$ cat config.mk
export PLATFORM = sky130hd
export DESIGN_NAME = nbge_mul
export DESIGN_NICKNAME = d
export VERILOG_FILES = /design/src/design/assert_macros.svh /design/src/design/nbge_pkg.sv /design/src/design/nbge_mul.sv
export SDC_FILE = /design/constraint.sdc
export NUM_CORES = 2
export LEC_CHECK = 0
export BUFFER_PORTS_ARGS = -buffer_cell sky130_fd_sc_hd__buf_2
export CAP_MARGIN = 5
export CORE_MARGIN = 4
export CORE_UTILIZATION = 60
export CTS_BUF_LIST = sky130_fd_sc_hd__clkbuf_8
export CTS_CLUSTER_SIZE = 30
export DETAILED_ROUTE_END_ITERATION = 10
export MAX_ROUTING_LAYER = met4
export PLACE_DENSITY = 0.88
export SLEW_MARGIN = 40
export SYNTH_ARGS = -nofsm -noshare
export SYNTH_HDL_FRONTEND = slang
export SYNTH_SLANG_ARGS = --single-unit
$ cat constraint.sdc
create_clock -name clk -period 22.3 [get_ports clk]
set_input_delay 2.23 -clock clk [delete_from_list [all_inputs] [get_ports clk]]
set_output_delay 2.23 -clock clk [all_outputs]
set_load 0.02 [all_outputs]
$ cat src/design/assert_macros.svh
// ----------------------------------------------------------------------------
// Assertion macros used by the n-body step core
// Concurrent checks sampled on clk and disabled while rst_n is low.
// ----------------------------------------------------------------------------
`ifndef ASSERT_MACROS_SVH
`define ASSERT_MACROS_SVH

// same-cycle implication
`define AST_IMPL(label, cond, prop) \
    label: assert property (@(posedge clk) disable iff (!rst_n) (cond) |-> (prop)) \
        else $error("assertion failed");

// next-cycle implication
`define AST_NEXT(label, cond, prop) \
    label: assert property (@(posedge clk) disable iff (!rst_n) (cond) |=> (prop)) \
        else $error("assertion failed");

`endif

$ cat src/design/nbge_pkg.sv
// ----------------------------------------------------------------------------
// nbge_pkg
// Types, constants and Q16.48 helper functions for the n-body step core.
// ----------------------------------------------------------------------------
`timescale 1ns / 1ps

package nbge_pkg;

    localparam int MAX_BODIES = 64;
    localparam int ADDR_W     = $clog2(MAX_BODIES);
    localparam int CNT_W      = $clog2(MAX_BODIES + 1);

    typedef logic [63:0]  word_t;
    typedef logic [127:0] wide_t;

    // input actions
    localparam logic [1:0] ACT_LOAD = 2'd0;
    localparam logic [1:0] ACT_STEP = 2'd1;
    localparam logic [1:0] ACT_READ = 2'd2;

    // configuration register indexes
    localparam logic [1:0] CFG_BODY_COUNT = 2'd0;
    localparam logic [1:0] CFG_TIME_STEP  = 2'd1;
    localparam logic [1:0] CFG_GRAV_CONST = 2'd2;

    localparam logic [6:0]  RST_BODY_COUNT = 7'd64;
    localparam logic [62:0] RST_TIME_STEP  = 63'd1099511627776;
    localparam logic [62:0] RST_GRAV_CONST = 63'd18783;

    localparam word_t Q_MAX = {1'b0, {63{1'b1}}};
    localparam word_t Q_MIN = {1'b1, {63{1'b0}}};

    typedef enum logic [5:0] {
        ST_IDLE,
        ST_RD_WAIT,
        ST_RD_EMIT,
        ST_I_RD,
        ST_I_LAT,
        ST_J_RD,
        ST_J_LAT,
        ST_SQX_GO,
        ST_SQX_W,
        ST_SQY_GO,
        ST_SQY_W,
        ST_RT_GO,
        ST_RT_W,
        ST_DV_GO,
        ST_DV_W,
        ST_MX_GO,
        ST_MX_W,
        ST_MY_GO,
        ST_MY_W,
        ST_GX_GO,
        ST_GX_W,
        ST_GY_GO,
        ST_GY_W,
        ST_A_WR,
        ST_U_RD,
        ST_U_LAT,
        ST_UVX_GO,
        ST_UVX_W,
        ST_UVY_GO,
        ST_UVY_W,
        ST_UPX_GO,
        ST_UPX_W,
        ST_UPY_GO,
        ST_UPY_W,
        ST_U_WR,
        ST_U_EMIT
    } state_t;

    // magnitude of a signed word
    function automatic word_t mag(input word_t a);
        return a[63] ? (64'd0 - a) : a;
    endfunction

    // signed word from sign and magnitude, saturated
    function automatic word_t from_mag(input logic neg, input word_t m);
        if (neg)
        begin
            if (m[63])
                return Q_MIN;
            return 64'd0 - m;
        end
        if (m[63])
            return Q_MAX;
        return m;
    endfunction

    // saturating add
    function automatic word_t sadd(input word_t a, input word_t b);
        logic [64:0] s;
        s = {a[63], a} + {b[63], b};
        if (s[64] != s[63])
            return s[64] ? Q_MIN : Q_MAX;
        return s[63:0];
    endfunction

    // saturating subtract
    function automatic word_t ssub(input word_t a, input word_t b);
        logic [64:0] s;
        s = {a[63], a} - {b[63], b};
        if (s[64] != s[63])
            return s[64] ? Q_MIN : Q_MAX;
        return s[63:0];
    endfunction

    // finish a Q16.48 product from the magnitude product and its sign
    function automatic word_t qfin(input wide_t p, input logic neg);
        word_t m;
        m = (|p[127:112]) ? {64{1'b1}} : p[111:48];
        return from_mag(neg, m);
    endfunction

endpackage

$ cat src/design/nbge_mul.sv
// ----------------------------------------------------------------------------
// nbge_mul
// 64x64 unsigned multiplier built from four 32x32 partial products.
// ----------------------------------------------------------------------------
`timescale 1ns / 1ps

module nbge_mul (
    input  logic                 clk,
    input  logic                 rst_n,
    input  logic                 start,
    input  nbge_pkg::word_t      a,
    input  nbge_pkg::word_t      b,
    output logic                 done,
    output nbge_pkg::wide_t      prod
);

    nbge_pkg::word_t a_reg;
    nbge_pkg::word_t b_reg;
    nbge_pkg::wide_t acc_reg;
    logic [1:0]      cnt_reg;
    logic            busy_reg;
    logic            done_reg;

    logic [63:0]     pp;
    nbge_pkg::wide_t addend;

    // partial product for the current pair of halves
    always_comb
    begin
        pp = (cnt_reg[1] ? a_reg[63:32] : a_reg[31:0])
           * (cnt_reg[0] ? b_reg[63:32] : b_reg[31:0]);
        case (cnt_reg)
            2'd0:    addend = {64'd0, pp};
            2'd3:    addend = {pp, 64'd0};
            default: addend = {32'd0, pp, 32'd0};
        endcase
    end

    // control
    always_ff @(posedge clk or negedge rst_n)
    begin
        if (!rst_n)
        begin
            busy_reg <= 1'b0;
            done_reg <= 1'b0;
            cnt_reg  <= 2'd0;
        end
        else
        begin
            done_reg <= 1'b0;
            if (start)
            begin
                busy_reg <= 1'b1;
                cnt_reg  <= 2'd0;
            end
            else if (busy_reg)
            begin
                cnt_reg <= cnt_reg + 2'd1;
                if (cnt_reg == 2'd3)
                begin
                    busy_reg <= 1'b0;
                    done_reg <= 1'b1;
                end
            end
        end
    end

    // datapath
    always_ff @(posedge clk)
    begin
        if (start)
        begin
            a_reg   <= a;
            b_reg   <= b;
            acc_reg <= '0;
        end
        else if (busy_reg)
            acc_reg <= acc_reg + addend;
    end

    assign done = done_reg;
    assign prod = acc_reg;

endmodule

==> metrics.cfg <==
[route]
first_iter_violations = 4727
viasPerCell = 6.30
firstDrtPassIters = 6
post_drt_wl_per_cell_um = 25.8
drc = 0
num_vias = 44800
drt-total-wl_um = 183000
ant_nets = 0

[timing]
skew_ps = 67.7
relSlewSlack = 0.364
post-route-period-util = 0.613
worst_pin_slew_ps = 948
fmax_mhz = 73.1
finalHoldViolCount = 0
hold_slack_ps = 494
setup_tns_ps = 0
fin_crit_ps = 13680
rsz0062_at_grt = no
finalSetupViolations = 0
finalMaxSlewViolations = 0

[synthesis]
avgSynthCellArea_um2 = 8.74
synth_top_area_frac = 0.352
yosysTopAreaCell = fa_1
synth_seq_area_share = 0.128
yosys_warnings = 0
netlist_instances = 5832
synthTopCellsByArea = fa_1, ha_1, edfxtp_1
ys_async_sr_fraction = 0.0154
synth_edf_count = 128
synthFlopType = edfxtp_1
yosysUniqueCellTypes = 99
syn_area_um2 = 51000
ys_seq_elements = 260
syn-num-nets = 7259

[clock_tree]
max-clock-path-buffers = 3
clk_latency_ps = 760
cts_sinks = 260
htreeDepth = 2
cts_setup_buffers = 0
hold_buffers = 0
cts_buffers = 50
post_cts_resized = 0
clk_pin_slew_ps = 70
cts_tree = done
cts-root-buf = clkbuf_8

[worst_setup_path]
r2r_cells = 37
crit_type = reg -> reg
cp_max_fo = 34
timing.rr.start = cnt_reg[1]
cp.depth = 37
r2r_end = prod[123]
cp-end-kind = flip-flop
critPathMaxStageDelay_ps = 830
critPathMostFrequentCell = fa_1
cp_data_arrival_time_ps = 14290
cp-start-kind = flip-flop
r2r_setup_slack_ps = 8620
worstPathRequired_ps = 22920
crit_family = adder cells
slowest_stage = mux2i_4
crit_buf_inv = 5

[placed_design]
dp_hpwl_um = 148000
portBuffers = 259
place_area_um2 = 53400
gp_congestion = 1.05

[grt]
grt_pass1_wl_um = 277000
use_met1 = 0.541
grt.total_usage = 0.422
grt_max_degree = 76
use_met3 = 0.110
antenna_found_initial = 8
overflow = 0
grt_pass1_vias = 46300
met2_usage = 0.619
busiest_layer = met2

[hold_path]
worstHoldPathCells = 2
hold_class = reg -> reg
min_from = prod[81]
min_to = prod[81]

[die]
fp.dieArea_um2 = 89700
num_rows = 106
core_area_um2 = 84000
die_h_um = 300
io_pins = 260
start_util = 0.607
die-width_um = 300

[finish]
postLayoutCoreUtil = 0.648
seqCellArea_um2 = 6520
fillCellCount = 6744
drive_above_1_share = 0.0946
largest_reg_flops = 128
synthToLayoutAreaGrowth_pct = 6.74
multi_input_comb_area_um2 = 40100
final_area_um2 = 54400
fin_nets = 7370

[job]
cap_violations = 0

[run_status]
status = complete, no violations

==> cells in the final DEF, fill, tap and decap left out, types with 47 or more instances in the layout <==
cell,instances
inv_1,912
fa_1,897
nor2_1,826
nand2_1,670
ha_1,398
a21oi_1,278
buf_2,258
o21ai_0,155
a21o_1,134
edfxtp_1,128
dfxtp_1,128
xnor2_1,101
mux2i_1,90
buf_4,85
and2_1,73
nand4_1,70
xor2_1,63
clkbuf_8,60
mux2_2,57
o21bai_1,51
a22o_1,51
nor3_1,47
==> synth_stat cells (all sizes together), types with 101 or more instances <==
cell / number
xnor2: 101
a21o: 135
fa: 897
nand2: 670
ha: 399
inv: 905
a21oi: 279
edfxtp: 128
clkbuf: 251
nor2: 830
dfxtp: 128
o21ai: 175
mux2i: 130
==> stage by stage <==
stage,instances,worst slack [ps]
2_1_floorplan,5832,11030
3_3_place_gp,7025,9120
3_5_place_dp,7025,9040
4_1_cts,7114,9000
5_1_grt,7120,8270
6_report,7123,8620
==> worst min-delay path: stages, from the launching register on <==
cell and delay, ps:
dfxtp_1 330, nand2_1 50, o21ai_0 60
==> logic make-up (layout without fill, tap and decap cells) <==
kind of cell	count (synthesis)	after routing	share of synthesized area
mux	195	195	0.0399
simple gates	1844	1844	0.153
other cells	0	9	0
xor+xnor	164	164	0.0282
buf+inv	1194	1342	0.0907
compound gates	879	879	0.111
flops	260	260	0.128
fa+ha+maj	1296	1296	0.450
==> how the worst max path moves through the flow <==
stage,to,startpoint,slack [ps]
floorplan,prod[115],cnt_reg[1],11030
global placement,prod[127],cnt_reg[1],9120
detailed placement,prod[127],cnt_reg[1],9040
CTS,prod[115],cnt_reg[1],9000
global route,prod[127],cnt_reg[1],8270
finish,prod[123],cnt_reg[1],8620
==> cell type report <==
| cell class | instances | share of cell area |
|---|---|---|
| tap | 1134 | 0.0261 |
| multi-input combinational | 4378 | 0.737 |
| clock buffer | 59 | 0.0149 |
| sequential | 260 | 0.120 |
| inverter | 906 | 0.0625 |
| timing repair buffer | 347 | 0.0363 |
| antenna | 9 | 0.000414 |
| clock inverter | 30 | 0.00306 |
==> metal layers <==
metal	part of all wire	vias to the layer above
li1	-	18900
met2	0.43	3134
met1	0.37	22000
met4	0.067	0
met5	0	-
met3	0.13	821
Power is not shown: default switching activity piles up to over one toggle a cycle in this logic, so the estimate is an artifact.
