$ cat config.mk
export PLATFORM = sky130hd
export DESIGN_NAME = nbge_sqrt
export DESIGN_NICKNAME = d
export VERILOG_FILES = /design/src/design/assert_macros.svh /design/src/design/nbge_pkg.sv /design/src/design/nbge_sqrt.sv
export SDC_FILE = /design/constraint.sdc
export NUM_CORES = 1
export LEC_CHECK = 0
export BUFFER_PORTS_ARGS = -buffer_cell sky130_fd_sc_hd__buf_2
export CAP_MARGIN = 20
export CORE_UTILIZATION = 55
export DETAILED_ROUTE_END_ITERATION = 8
export PLACE_DENSITY = 0.85
export SYNTH_ARGS = -nofsm -noshare
export SYNTH_HDL_FRONTEND = slang
export SYNTH_SLANG_ARGS = --single-unit
$ cat constraint.sdc
create_clock -name clk -period 10.75 [get_ports clk]
set_input_delay 0.5375 -clock clk [delete_from_list [all_inputs] [get_ports clk]]
set_output_delay 0.5375 -clock clk [all_outputs]
set_load 0.03 [all_outputs]
$ cat src/design/assert_macros.svh
// ----------------------------------------------------------------------------
// Assertion macros used by the n-body step core
// Concurrent checks sampled on clk and disabled while rst_n is low.
// ----------------------------------------------------------------------------
`ifndef ASSERT_MACROS_SVH
`define ASSERT_MACROS_SVH

// same-cycle implication
`define AST_IMPL(label, cond, prop) \
    label: assert property (@(posedge clk) disable iff (!rst_n) (cond) |-> (prop)) \
        else $error("assertion failed");

// next-cycle implication
`define AST_NEXT(label, cond, prop) \
    label: assert property (@(posedge clk) disable iff (!rst_n) (cond) |=> (prop)) \
        else $error("assertion failed");

`endif

$ cat src/design/nbge_pkg.sv
// ----------------------------------------------------------------------------
// nbge_pkg
// Types, constants and Q16.48 helper functions for the n-body step core.
// ----------------------------------------------------------------------------
`timescale 1ns / 1ps

package nbge_pkg;

    localparam int MAX_BODIES = 64;
    localparam int ADDR_W     = $clog2(MAX_BODIES);
    localparam int CNT_W      = $clog2(MAX_BODIES + 1);

    typedef logic [63:0]  word_t;
    typedef logic [127:0] wide_t;

    // input actions
    localparam logic [1:0] ACT_LOAD = 2'd0;
    localparam logic [1:0] ACT_STEP = 2'd1;
    localparam logic [1:0] ACT_READ = 2'd2;

    // configuration register indexes
    localparam logic [1:0] CFG_BODY_COUNT = 2'd0;
    localparam logic [1:0] CFG_TIME_STEP  = 2'd1;
    localparam logic [1:0] CFG_GRAV_CONST = 2'd2;

    localparam logic [6:0]  RST_BODY_COUNT = 7'd64;
    localparam logic [62:0] RST_TIME_STEP  = 63'd1099511627776;
    localparam logic [62:0] RST_GRAV_CONST = 63'd18783;

    localparam word_t Q_MAX = {1'b0, {63{1'b1}}};
    localparam word_t Q_MIN = {1'b1, {63{1'b0}}};

    typedef enum logic [5:0] {
        ST_IDLE,
        ST_RD_WAIT,
        ST_RD_EMIT,
        ST_I_RD,
        ST_I_LAT,
        ST_J_RD,
        ST_J_LAT,
        ST_SQX_GO,
        ST_SQX_W,
        ST_SQY_GO,
        ST_SQY_W,
        ST_RT_GO,
        ST_RT_W,
        ST_DV_GO,
        ST_DV_W,
        ST_MX_GO,
        ST_MX_W,
        ST_MY_GO,
        ST_MY_W,
        ST_GX_GO,
        ST_GX_W,
        ST_GY_GO,
        ST_GY_W,
        ST_A_WR,
        ST_U_RD,
        ST_U_LAT,
        ST_UVX_GO,
        ST_UVX_W,
        ST_UVY_GO,
        ST_UVY_W,
        ST_UPX_GO,
        ST_UPX_W,
        ST_UPY_GO,
        ST_UPY_W,
        ST_U_WR,
        ST_U_EMIT
    } state_t;

    // magnitude of a signed word
    function automatic word_t mag(input word_t a);
        return a[63] ? (64'd0 - a) : a;
    endfunction

    // signed word from sign and magnitude, saturated
    function automatic word_t from_mag(input logic neg, input word_t m);
        if (neg)
        begin
            if (m[63])
                return Q_MIN;
            return 64'd0 - m;
        end
        if (m[63])
            return Q_MAX;
        return m;
    endfunction

    // saturating add
    function automatic word_t sadd(input word_t a, input word_t b);
        logic [64:0] s;
        s = {a[63], a} + {b[63], b};
        if (s[64] != s[63])
            return s[64] ? Q_MIN : Q_MAX;
        return s[63:0];
    endfunction

    // saturating subtract
    function automatic word_t ssub(input word_t a, input word_t b);
        logic [64:0] s;
        s = {a[63], a} - {b[63], b};
        if (s[64] != s[63])
            return s[64] ? Q_MIN : Q_MAX;
        return s[63:0];
    endfunction

    // finish a Q16.48 product from the magnitude product and its sign
    function automatic word_t qfin(input wide_t p, input logic neg);
        word_t m;
        m = (|p[127:112]) ? {64{1'b1}} : p[111:48];
        return from_mag(neg, m);
    endfunction

endpackage

$ cat src/design/nbge_sqrt.sv
// ----------------------------------------------------------------------------
// nbge_sqrt
// Floor square root of a 128-bit value, one root bit per cycle.
// ----------------------------------------------------------------------------
`timescale 1ns / 1ps

module nbge_sqrt (
    input  logic            clk,
    input  logic            rst_n,
    input  logic            start,
    input  nbge_pkg::wide_t rad,
    output logic            done,
    output nbge_pkg::word_t root
);

    nbge_pkg::wide_t rad_reg;
    logic [66:0]     rem_reg;
    nbge_pkg::word_t root_reg;
    logic [5:0]      cnt_reg;
    logic            busy_reg;
    logic            done_reg;

    logic [66:0]     rem_sh;
    logic [66:0]     trial;
    logic            ge;

    // restoring step: bring down two bits, try root*4+1
    always_comb
    begin
        rem_sh = {rem_reg[64:0], rad_reg[127:126]};
        trial  = {1'b0, root_reg, 2'b01};
        ge     = (rem_sh >= trial);
    end

    always_ff @(posedge clk or negedge rst_n)
    begin
        if (!rst_n)
        begin
            busy_reg <= 1'b0;
            done_reg <= 1'b0;
            cnt_reg  <= 6'd0;
        end
        else
        begin
            done_reg <= 1'b0;
            if (start)
            begin
                busy_reg <= 1'b1;
                cnt_reg  <= 6'd0;
            end
            else if (busy_reg)
            begin
                cnt_reg <= cnt_reg + 6'd1;
                if (cnt_reg == 6'd63)
                begin
                    busy_reg <= 1'b0;
                    done_reg <= 1'b1;
                end
            end
        end
    end

    always_ff @(posedge clk)
    begin
        if (start)
        begin
            rad_reg  <= rad;
            rem_reg  <= '0;
            root_reg <= '0;
        end
        else if (busy_reg)
        begin
            rad_reg  <= {rad_reg[125:0], 2'b00};
            rem_reg  <= ge ? (rem_sh - trial) : rem_sh;
            root_reg <= {root_reg[62:0], ge};
        end
    end

    assign done = done_reg;
    assign root = root_reg;

endmodule

==> impl_results.md <==
* Max-cap violations at 0
* Pre-Repair DR Iteration Count at 7
* Clock Latency Late Sink at 0.54 ns
* CTS Buf Count at 27
* Slew Limit Fails at 0
* Worst Path Required at 11.19 ns
* CP Capture Type: register
* Critical path's slowest cell: and2_2
* Hold Crit Start: rad[0]
* Dpl cell area at 16240 um^2
* Met3 Wirelength at 3171 um
* H-tree level count at 1
* Syn_area_per_cell at 9.772 um^2
* Hold Fails Final Rpt at 0
* Cts hold-fix bufs at 1
* VDD IR max at 0.1754 mV
* Met2 wire length at 17010 um
* Synth Flop Type: dfxtp_1
* Initial antenna violation count at 2
* Core Area at 27100 um^2
* Highest metal used: met5
* Setup tns final at 0 ns
* Vias post-DR at 12030
* Metal-1 WL at 15880 um
* CTS tree: done
* Share of layout cells above drive strength 1 at 23.15%
* Std-Cell Rows at 60
* Post-synth ARST share at 3.019%
* Routed Antenna Nets at 0
* Crit start category: register
* Relative slew slack at 27.62%
* Least-Margin Pin Slew at 1.086 ns
* Hold Crit Class: primary input to register
* Setup-failing EPs final at 0
* CP Class: register to register
* Pin count of the biggest net entering global routing at 103
* YS warnings at 0
* CTS Root Cell: clkbuf_16
* Postcts setup bufs at 0
* Inst Count DP at 2037
* Wire length per cell at 17.76 um
* Worst setup startpoint: root[54]$_SDFFE_PP0P_
* Tcrit/Tclk final at 40.90%
* Nets@finish at 1893
* Mapped Nets at 1759
* Sequential share of the synthesized area at 43.44%
* Slowest stage delay, CP at 0.74 ns
* Gpl congestion at 0.9175
* CTS-repair resized insts at 0
* #FFs+latches synth at 265
* Unrepaired setup endpoints after global routing: no
* Shortest period the worst path allows at 4.397 ns
* Pwr Density at 272.0 nW/um^2
* Grt total ovfl at 0
* I/O Pins at 196
* Port Buffers at 195
* Mapped cell area at 15250 um^2
* Yosys cell types at 83
* Cell mode on critical path: a21o_1
* CTS Buffer Depth at 3
* Final Power at 4.685 mW
* Outcome: completed
* Maximum clock rate at 227.4 MHz
* Routed WL at 37100 um
* Final HPWL from detailed placement at 26270 um
* CTS Sinks at 265
* Final Skew at 0.01338 ns
* Post-synth EDFFs at 128
* # DRC at 0
* Overall routing resource usage at 25.88%
* Number of global-route vias before repair at 11820
* First-pass GRT wire length at 59740 um
* Starting DRT DRC Count at 686
* Max FO, Critical Path at 35
* Leakage at 7.646 nW
* Die footprint at 28410 um^2
* Area delta synth->final at 12.93%
* Die X at 168.5 um
* CP arrival at 4.83 ns
* Launch point of the worst reg-to-reg path: root[54]$_SDFFE_PP0P_
* CTS clk-pin slew, worst paths at 0.06 ns
* Finished Cell Area at 17230 um^2
* Die height at 168.5 um
* Largest register FFs at 128
* Starting density of the core at 56.29%
* Vias per cell at 5.756
* Worst-path cell chain: inv_1 -> ha_1 -> a21o_1 -> a21o_1 -> a21oi_1 -> o32ai_1 -> o21a_1 -> a2111oi_1 -> and2_2 -> buf_4 -> or3_1 -> o21ai_0 -> a2111oi_2
* Synth Instances at 1561
* Non-Filler Instances at 2089
-- final timing paths --
path                                             to  slack, ns  cells past startpoint
max                        rem_reg[54]$_SDFFE_PP0P_       6.35                     13
min                        rad_reg[0]$_SDFFCE_PN0P_       0.29                      2
max reg2reg                rem_reg[54]$_SDFFE_PP0P_       6.35                     13
min reg2reg                rem_reg[19]$_SDFFE_PP0P_       0.50                      2
max in group asynchronous        busy_reg$_DFF_PN0_      10.19                      2
min in group asynchronous    cnt_reg[4]$_DFFE_PN0P_       0.37                      2
-- final cells by class --
cell class                      count  area, um^2
Antenna cell                        2       5.005
Clock buffer                       30       696.9
Clock inverter                     19       271.5
Fill cell                        2208        9874
Inverter                           92       347.8
Multi-Input combinational cell   1106        7761
Sequential cell                   265        6630
Tap cell                          372       465.4
Timing Repair Buffer              203        1049
-- metal layers --
metal / vias up / track usage [%]
li1: 5917 / -
met1: 5618 / 32.86
met2: 421 / 42.74
met3: 67 / 7.131
met4: 2 / 8.300
met5: - / 0
-- synth_stat cells, types with 25 or more instances --
master	number	area (um^2)
a21o_1	35	262.8
a21oi_1	96	480.5
a311oi_1	41	359.1
clkbuf_1	62	232.7
dfxtp_1	129	2582
edfxtp_1	128	3844
ha_1	67	838.3
inv_1	92	345.3
mux2_2	126	1419
mux2i_1	69	690.7
nand2_1	154	578.1
nand4_1	26	162.7
nor2_1	155	581.8
o21ai_0	62	310.3
xnor2_1	28	245.2
xor2_1	25	219.0
-- cells in the final DEF (no fill, tap or decap), types with 62 or more instances in the layout --
cell      count
nor2_1      155
inv_1        91
nand2_1     154
ha_1         67
o21ai_0      62
a21oi_1      96
edfxtp_1    128
mux2i_1      69
mux2_2      126
buf_2       194
dfxtp_1     129
-- worst max-delay path: cells and delay by family (launching register included) --
kind | cells | cell delay [ns]
AOI/OAI and AO/OA | 8 | 2.03
and+or+nand+nor | 2 | 0.90
buffers and inverters | 2 | 0.52
DFF | 1 | 0.38
adders and majority gates | 1 | 0.44
-- power breakdown --
part	total [mW]	switching, mW	internal [mW]
Combinational	2.35	1.40	0.954
Clock	1.03	0.401	0.633
Sequential	1.30	0.0903	1.21
Total	4.69	1.89	2.80
-- metrics by stage --
stage	setup slack, ns	hold WS (ns)	utilization [%]
after global placement	6.574	0.3833	59.94
after global routing	6.103	0.2848	63.55
final	6.353	0.2896	63.56
after floorplan	6.728	0.2419	-
after detailed placement	6.414	0.3846	59.94
after CTS	6.398	0.2755	63.55
-- kinds of logic (layout without fill, tap and decap cells) --
kind of cell	after synthesis	after routing	share of synthesized area, %
compound gates	347	347	15.35
flops	265	265	43.44
simple gates	444	444	13.16
fa+ha+maj	67	67	5.495
xor+xnor	53	53	3.043
other cells	0	2	0
buf+inv	190	344	5.692
mux	195	195	13.83
Note: power is estimated with default switching activity, not from simulation.
